$ cat config.mk
export PLATFORM = sky130hd
export DESIGN_NAME = cidfd_window
export DESIGN_NICKNAME = d
export VERILOG_FILES = /design/src/rtl/core/caller_id_frame_detector_defines.svh /design/src/rtl/core/cidfd_pkg.sv /design/src/rtl/core/cidfd_window.sv
export SDC_FILE = /design/constraint.sdc
export NUM_CORES = 1
export LEC_CHECK = 0
export ABC_AREA = 1
export BUFFER_PORTS_ARGS = -buffer_cell sky130_fd_sc_hd__buf_4
export CORE_AREA = 10 10 158 160
export CTS_CLUSTER_DIAMETER = 30
export DETAILED_ROUTE_END_ITERATION = 10
export DIE_AREA = 0 0 168 170
export PLACE_DENSITY = 0.83
export SYNTH_ARGS = -nofsm -noshare
export SYNTH_HDL_FRONTEND = slang
export SYNTH_SLANG_ARGS = --single-unit
$ cat constraint.sdc
create_clock -name clk -period 3.4 [get_ports clk]
set_clock_uncertainty 0.15 [all_clocks]
set_input_delay 0.68 -clock clk [delete_from_list [all_inputs] [get_ports clk]]
set_output_delay 0.68 -clock clk [all_outputs]
set_load 0.02 [all_outputs]
$ cat src/rtl/core/caller_id_frame_detector_defines.svh
// Assertion macros shared by the caller id frame detector RTL.
// Stand-alone header: no other file is needed to use it.
`ifndef CALLER_ID_FRAME_DETECTOR_DEFINES_SVH
`define CALLER_ID_FRAME_DETECTOR_DEFINES_SVH

// Same-cycle implication, disabled while reset is high
`define CIDFD_ASSERT_SAME(label, clk, rst, ante, cons, msg) \
  label: assert property (@(posedge clk) disable iff (rst) (ante) |-> (cons)) \
    else $error(msg);

// Next-cycle implication, disabled while reset is high
`define CIDFD_ASSERT_NEXT(label, clk, rst, ante, cons, msg) \
  label: assert property (@(posedge clk) disable iff (rst) (ante) |=> (cons)) \
    else $error(msg);

`endif

$ cat src/rtl/core/cidfd_pkg.sv
// Package for the caller id frame detector: types, character codes, offsets.
// No dependencies; imported by the window, the detector and the event interface.
`default_nettype none

package cidfd_pkg;

  localparam int WinDepth = 46;

  // Count of bytes since the last match, saturating at one frame length
  localparam logic [5:0] FrameCount = 6'd47;
  localparam logic [5:0] ShortCount = 6'd3;

  // Offsets inside the 47-byte frame (offset 46 is the byte just received)
  localparam int OffShortLetter = 44;
  localparam int OffCr          = 45;
  localparam int OffMark        = 22;
  localparam int OffSelect      = 38;
  localparam int OffCallHigh    = 10;
  localparam int OffCallLow     = 16;
  localparam int CallBytes      = 6;

  localparam logic [7:0] ChCr = 8'h0D;
  localparam logic [7:0] ChLf = 8'h0A;
  localparam logic [7:0] ChE  = 8'h45;
  localparam logic [7:0] ChF  = 8'h46;
  localparam logic [7:0] ChI  = 8'h49;
  localparam logic [7:0] ChA  = 8'h41;
  localparam logic [7:0] ChD  = 8'h44;
  localparam logic [7:0] ChO  = 8'h4F;

  typedef enum logic [2:0] {
    EV_SHORT   = 3'd0,
    EV_DETECT  = 3'd1,
    EV_CALLER  = 3'd2,
    EV_HANGUP  = 3'd3,
    EV_OFFHOOK = 3'd4
  } event_kind_t;

  // Window of the last bytes, entry 0 oldest
  typedef logic [WinDepth-1:0][7:0] window_t;

  // Control from the decoder to the window
  typedef struct packed {
    logic shift;
    logic clear;
  } win_ctl_t;

  function automatic logic is_reply_letter(input logic [7:0] c);
    return (c == ChF) || (c == ChI) || (c == ChA) || (c == ChD) || (c == ChO);
  endfunction

endpackage

`default_nettype wire

$ cat src/rtl/core/cidfd_window.sv
// Shift line of the last 46 received bytes and the count of bytes since a match.
// Depends on cidfd_pkg.
`default_nettype none

module cidfd_window
  import cidfd_pkg::*;
(
  input  wire logic       clk,
  input  wire logic       rst,
  input  wire win_ctl_t   ctl,
  input  wire logic [7:0] new_byte,
  output window_t         win,
  output logic [5:0]      fill_count,
  output logic [5:0]      seen_count
);

  window_t    window;
  logic [5:0] count;
  logic [5:0] count_next;

  // Count including the byte now being judged, saturating at one frame
  assign seen_count = (count >= FrameCount) ? FrameCount : count + 6'd1;

  always_comb begin
    count_next = count;
    if (ctl.shift) begin
      count_next = ctl.clear ? 6'd0 : seen_count;
    end
  end

  always_ff @(posedge clk) begin
    if (rst) begin
      count <= 6'd0;
    end else begin
      count <= count_next;
    end
  end

  // Advance the shift line: drop the oldest, append the new byte
  always_ff @(posedge clk) begin
    if (ctl.shift) begin
      window <= {new_byte, window[WinDepth-1:1]};
    end
  end

  assign win        = window;
  assign fill_count = count;

endmodule

`default_nettype wire

==> results.json, run 1 <==
{
  "tritoncts": "built",
  "worstSkewPairLatency_ns": 0.54,
  "syn_inst": 417,
  "cts_made_buffers": 57,
  "nets": 888,
  "initial_utilization": 0.526,
  "grt_pass1_wl_mm": 44.1,
  "area_growth_syn_to_layout_pct": 46.1,
  "clkSinkCount": 374,
  "grt_max_degree": 101,
  "drt_iter0_drc": 536,
  "fin_crit_sh": 0.774,
  "hp-class": "in -> reg",
  "final.setup.tns_ns": 0,
  "viasPerCell": 5.14,
  "hold_violations": 0,
  "p_leak_nw": 6.60,
  "stdcell_area_mm2": 0.0167,
  "reg2reg_depth": 7,
  "hold_path_depth": 1,
  "synth_top_family_by_area": "simple AND/OR/NAND/NOR gates",
  "slew-limit-headroom": 0.628,
  "slowest_stage": "dfxtp_1",
  "syn_area_per_cell_um2": 27.4,
  "ys_ff_latch": 374,
  "cp_num_buf_inv": 1,
  "dr.pass1.iters": 5,
  "rrSetupSlack_ns": 1.85,
  "slowest_delay_ns": 0.44,
  "synth_cell_type_count": 17,
  "worst_pin_slew_ns": 0.558,
  "peakVddDrop_mv": 0.481,
  "via_count": 6168,
  "die_y_um": 170,
  "ys_seq_area_frac": 0.979,
  "coreArea_mm2": 0.0217,
  "slew_violations": 0,
  "synthAdderAreaFrac": 0.00110,
  "final_layout_size_suffix_gt1_frac": 0.543,
  "track_usage": 0.204,
  "worst_slack_ns": 0.768,
  "syn-num-nets": 430,
  "final-setup-viol-count": 0,
  "syn_area_mm2": 0.0114,
  "place_inst": 1096,
  "drcViolationCount": 0,
  "row_count": 54,
  "postCtsSetupBuffers": 0,
  "n_antenna_cell": 0,
  "dieArea_mm2": 0.0286,
  "whs_ns": 0.160,
  "crit_required_ns": 2.57,
  "drv_cap": 0,
  "path_depth": 6,
  "critPathLaunchType": "flip-flop",
  "io_buffers": 391,
  "end_kind": "primary output",
  "cts.path.max_buffers": 3,
  "wl_mm": 30.6,
  "place_ws_ns": 1.21,
  "layout_commonest_cell": "buf_4",
  "place_hpwl_mm": 21.0,
  "place_congestion": 0.832,
  "power_density_mw_per_mm2": 720,
  "ant_nets": 0,
  "period_needed_ns": 2.63,
  "crit_top_cell": "nand2_2",
  "clkTransAtPathRegs_ns": 0.06,
  "rsz0062_at_grt": "false",
  "stdcell_count": 1200,
  "io_pins": 392,
  "cts_max_level": 2,
  "grt_pass1_vias": 6519,
  "fmax_mhz": 380,
  "worstSetupPathType": "reg -> out",
  "antenna_found_initial": 0,
  "yosys.area_share.xor_xnor": 0.000768,
  "synthMuxAreaShare": 0,
  "crit_chain": "ha_1 > nand3_1 > nand2_2 > nand2_4 > nand2_2 > buf_4",
  "fin_util": 0.769,
  "grt.overflow.total": 0,
  "chipWidth_um": 168,
  "worstPathMaxFanout": 6,
  "cpLargestDelayFamily": "flip-flops",
  "cts_resized": 0,
  "placed_area_mm2": 0.0148,
  "clock-root-buffer": "clkbuf_16",
  "synthSimpleGateAreaFrac": 0.0136,
  "mostFrequentLayoutCells": "396 x buf_4, 368 x edfxtp_1, 59 x clkbuf_16",
  "wl_per_cell_um": 25.5,
  "cp.arrival_ns": 1.80,
  "holdBufCountCts": 0,
  "yosysWarnings": 0,
  "fin_total_pwr_mw": 12.0,
  "outcome": "finished clean",
  "synth-compound-area-share": 0.00318
}
## routing by layer
layer	global-route usage	vias to the layer above	share of wire
met2	0.328	453	0.49
met4	0.0553	0	0.020
li1	-	2603	-
met5	0	-	0
met3	0.103	52	0.14
met1	0.240	3060	0.35
## power by group
part / total [mW] / switching (mW) / internal, mW
logic: 0.837 / 0.534 / 0.303
registers: 5.54 / 0.160 / 5.38
clock network: 5.62 / 2.01 / 3.61
## final timing paths
check	from	endpoint
min	new_byte[2]	win[362]
max reg2reg	fill_count[0]	fill_count[1]
min reg2reg	win[148]	win[140]
max	fill_count[0]	seen_count[0]
## registers in the layout, summed over array words and instances, names as in the netlist
register / cells
win: 368
fill_count: 6
## area by class of cell
cell class,instances,area (um^2)
Fill cell,1100,5020
Timing Repair Buffer,399,3030
Tap cell,280,350
Multi-Input combinational cell,36,213
Inverter,7,26.3
Clock inverter,39,385
Clock buffer,65,1500
Sequential cell,374,11200
## kinds of logic (layout without fill, tap and decap cells)
logic type,Yosys count,count (layout)
adder cells (fa/ha/maj),1,1
XOR/XNOR,1,1
AO/OA/AOI/OAI,6,6
AND/OR/NAND/NOR,28,28
buffers and inverters,7,510
flip-flops,374,374
## synthesized netlist by cell type
cell / instances / area, um^2
nand2_4: 1 / 11.3
nor2_8: 1 / 20.0
and3_2: 1 / 7.51
dfxtp_1: 6 / 120
xnor2_1: 1 / 8.76
edfxtp_1: 368 / 11100
a21oi_2: 1 / 8.76
nand2_1: 13 / 48.8
a21oi_1: 4 / 20.0
nor2_1: 2 / 7.51
a211oi_1: 1 / 7.51
nand4_1: 3 / 18.8
nand2_2: 5 / 31.3
ha_1: 1 / 12.5
inv_2: 1 / 3.75
inv_1: 6 / 22.5
nand3_1: 2 / 10.0
Note: power is estimated with default switching activity, not from simulation.
==> run 2: changes to the inputs <==
- CORE_AREA: 10 10 158 160 -> 10 10 164 166
- DIE_AREA: 0 0 168 170 -> 0 0 174 176
- PLACE_DENSITY: 0.83 -> 0.78
- clock period: 3.4 -> 2.7 ns (I/O delays scaled with it)
==> run 2 against run 1 <==
Compared with the run above:
- worst hold slack worse by 0.12 ns
- final cell count grew 5.5%
- critical path depth decreased by 1
- worst setup slack worse by 0.59 ns
- clock power is 43% higher
- non-clock buffer count rose by 11
- count of clock-buffer cells in the layout decreased by 4
- power up 34%
- critical path type unchanged
- highest routed layer unchanged
==> results.json, run 2 (synthesized netlist as in run 1, its figures left out) <==
{
  "setup.worst_path.end": "seen_count[4]",
  "dr.pass1.iters": 4,
  "whs_ns": 0.0409,
  "final.setup.tns_ns": 0,
  "p_comb_frac": 0.067,
  "hp-class": "in -> reg",
  "grt_max_degree": 68,
  "place_inst": 1143,
  "final_layout_size_suffix_gt1_frac": 0.559,
  "wl_mm": 31.1,
  "fin_crit_sh": 0.935,
  "n_antenna_cell": 0,
  "final-setup-viol-count": 0,
  "p_leak_nw": 6.78,
  "drt_iter0_drc": 501,
  "area_growth_syn_to_layout_pct": 50.2,
  "worstSetupPathType": "reg -> out",
  "coreArea_mm2": 0.0238,
  "chipWidth_um": 174,
  "postCtsSetupBuffers": 0,
  "rr_endpoint": "fill_count[3]",
  "fmax_mhz": 396,
  "cts.path.max_buffers": 3,
  "cp.arrival_ns": 1.83,
  "row_count": 57,
  "initial_utilization": 0.479,
  "rsz0062_at_grt": "false",
  "reg2reg_depth": 7,
  "outcome": "finished clean",
  "power_density_mw_per_mm2": 937,
  "grt.overflow.total": 0,
  "nets": 903,
  "clock-root-buffer": "clkbuf_16",
  "end_kind": "primary output",
  "die_y_um": 176,
  "rr_startpoint": "fill_count[0]",
  "rrSetupSlack_ns": 1.17,
  "crit_path_start": "fill_count[0]",
  "clkTransAtPathRegs_ns": 0.05,
  "critPathLaunchType": "flip-flop",
  "place_congestion": 0.809,
  "slew_violations": 0,
  "p_sw_frac": 0.237,
  "crit_required_ns": 2.01,
  "grt_pass1_vias": 6622,
  "slew-limit-headroom": 0.680,
  "io_pins": 392,
  "worstPathMaxFanout": 6,
  "io_buffers": 391,
  "fillCellCount": 1402,
  "place_ws_ns": 0.798,
  "viasPerCell": 4.95,
  "worst_slack_ns": 0.177,
  "antenna_found_initial": 0,
  "worstSkewPairLatency_ns": 0.56,
  "period_needed_ns": 2.52,
  "peakVddDrop_mv": 0.684,
  "mostFrequentLayoutCells": "397 x buf_4, 368 x edfxtp_1, 61 x clkbuf_16",
  "track_usage": 0.194,
  "clkSinkCount": 374,
  "seq_power_share": 0.434,
  "stdcell_count": 1266,
  "dieArea_mm2": 0.0306,
  "hold_violations": 0,
  "layout_commonest_cell": "buf_4",
  "p_int_mw": 12.3,
  "place_hpwl_mm": 20.6,
  "largest_reg_flops": 368,
  "ant_nets": 0,
  "cts_resized": 0,
  "via_count": 6263,
  "wl_per_cell_um": 24.6,
  "drcViolationCount": 0,
  "p_clk_frac": 0.499,
  "worst_pin_slew_ns": 0.480,
  "tritoncts": "built",
  "netSwitchingPower_mw": 3.80,
  "drv_cap": 0,
  "grt_pass1_wl_mm": 44.9,
  "cts_made_buffers": 61,
  "cts_max_level": 2
}
run 2: changes by cell type in the layout (fill, tap and decap cells not counted), sizes merged:
cell	delta
buf	+3
bufinv	+3
clkinv	-1
clkinvlp	+4
inv	+9
clkbuf	-4
dlygate4sd3	+8
run 2: per-stage QoR:
step	area, um^2	utilization	power, mW
floorplan	11400	-	7.41
global placement	14900	0.625	8.11
detailed placement	14900	0.625	8.14
CTS	17100	0.719	16.2
global route	17100	0.719	16.5
finish	17100	0.719	16.1
run 2: what timing repair did:
| item | CTS | global route |
|---|---|---|
| hold buffers | 8 | 0 |
| setup endpoints to repair | 0 | 0 |
| endpoints found under the hold margin | 8 | 0 |
run 2: worst min path at each step:
| stage | from | to | cells after the start |
|---|---|---|---|
| 2_1_floorplan | fill_count[4] | fill_count[4] | 2 |
| 3_3_place_gp | win[107] | win[99] | 0 |
| 3_5_place_dp | win[24] | win[16] | 0 |
| 4_1_cts | rst | fill_count[3] | 2 |
| 5_1_grt | rst | fill_count[3] | 2 |
| 6_report | rst | fill_count[3] | 2 |
run 2: power groups by stage:
stage | Clock (mW) | Combinational, mW | Sequential [mW]
after floorplan | 0 | 0.0115 | 7.40
after CTS | 8.13 | 1.09 | 6.97
final | 8.01 | 1.07 | 6.97
after global routing | 8.40 | 1.12 | 7.00
after detailed placement | 0 | 1.07 | 7.06
after global placement | 0 | 1.06 | 7.05
run 2: layer usage:
layer	vias to the layer above	global-route usage	part of all wire
li1	2655	-	-
met1	3156	0.220	0.36
met2	407	0.314	0.49
met3	45	0.104	0.13
met4	0	0.0577	0.016
met5	-	0	0
run 2: final cells by class:
| type | count | area [um^2] | area share |
|---|---|---|---|
| clock inverters | 54 | 636 | 0.0371 |
| inverters | 7 | 26.3 | 0.00153 |
| multi-input cells | 36 | 213 | 0.0124 |
| clock buffers | 61 | 1530 | 0.0891 |
| repair buffers | 410 | 3160 | 0.184 |
| well taps | 324 | 405 | 0.0237 |
| flip-flops and latches | 374 | 11200 | 0.652 |
run 2: worst max-delay path: stages, from the launching register on:
cell and delay [ns]:
dfxtp_1 0.44, ha_1 0.27, nand3_1 0.11, nand2_2 0.13, and3_2 0.18, buf_4 0.13
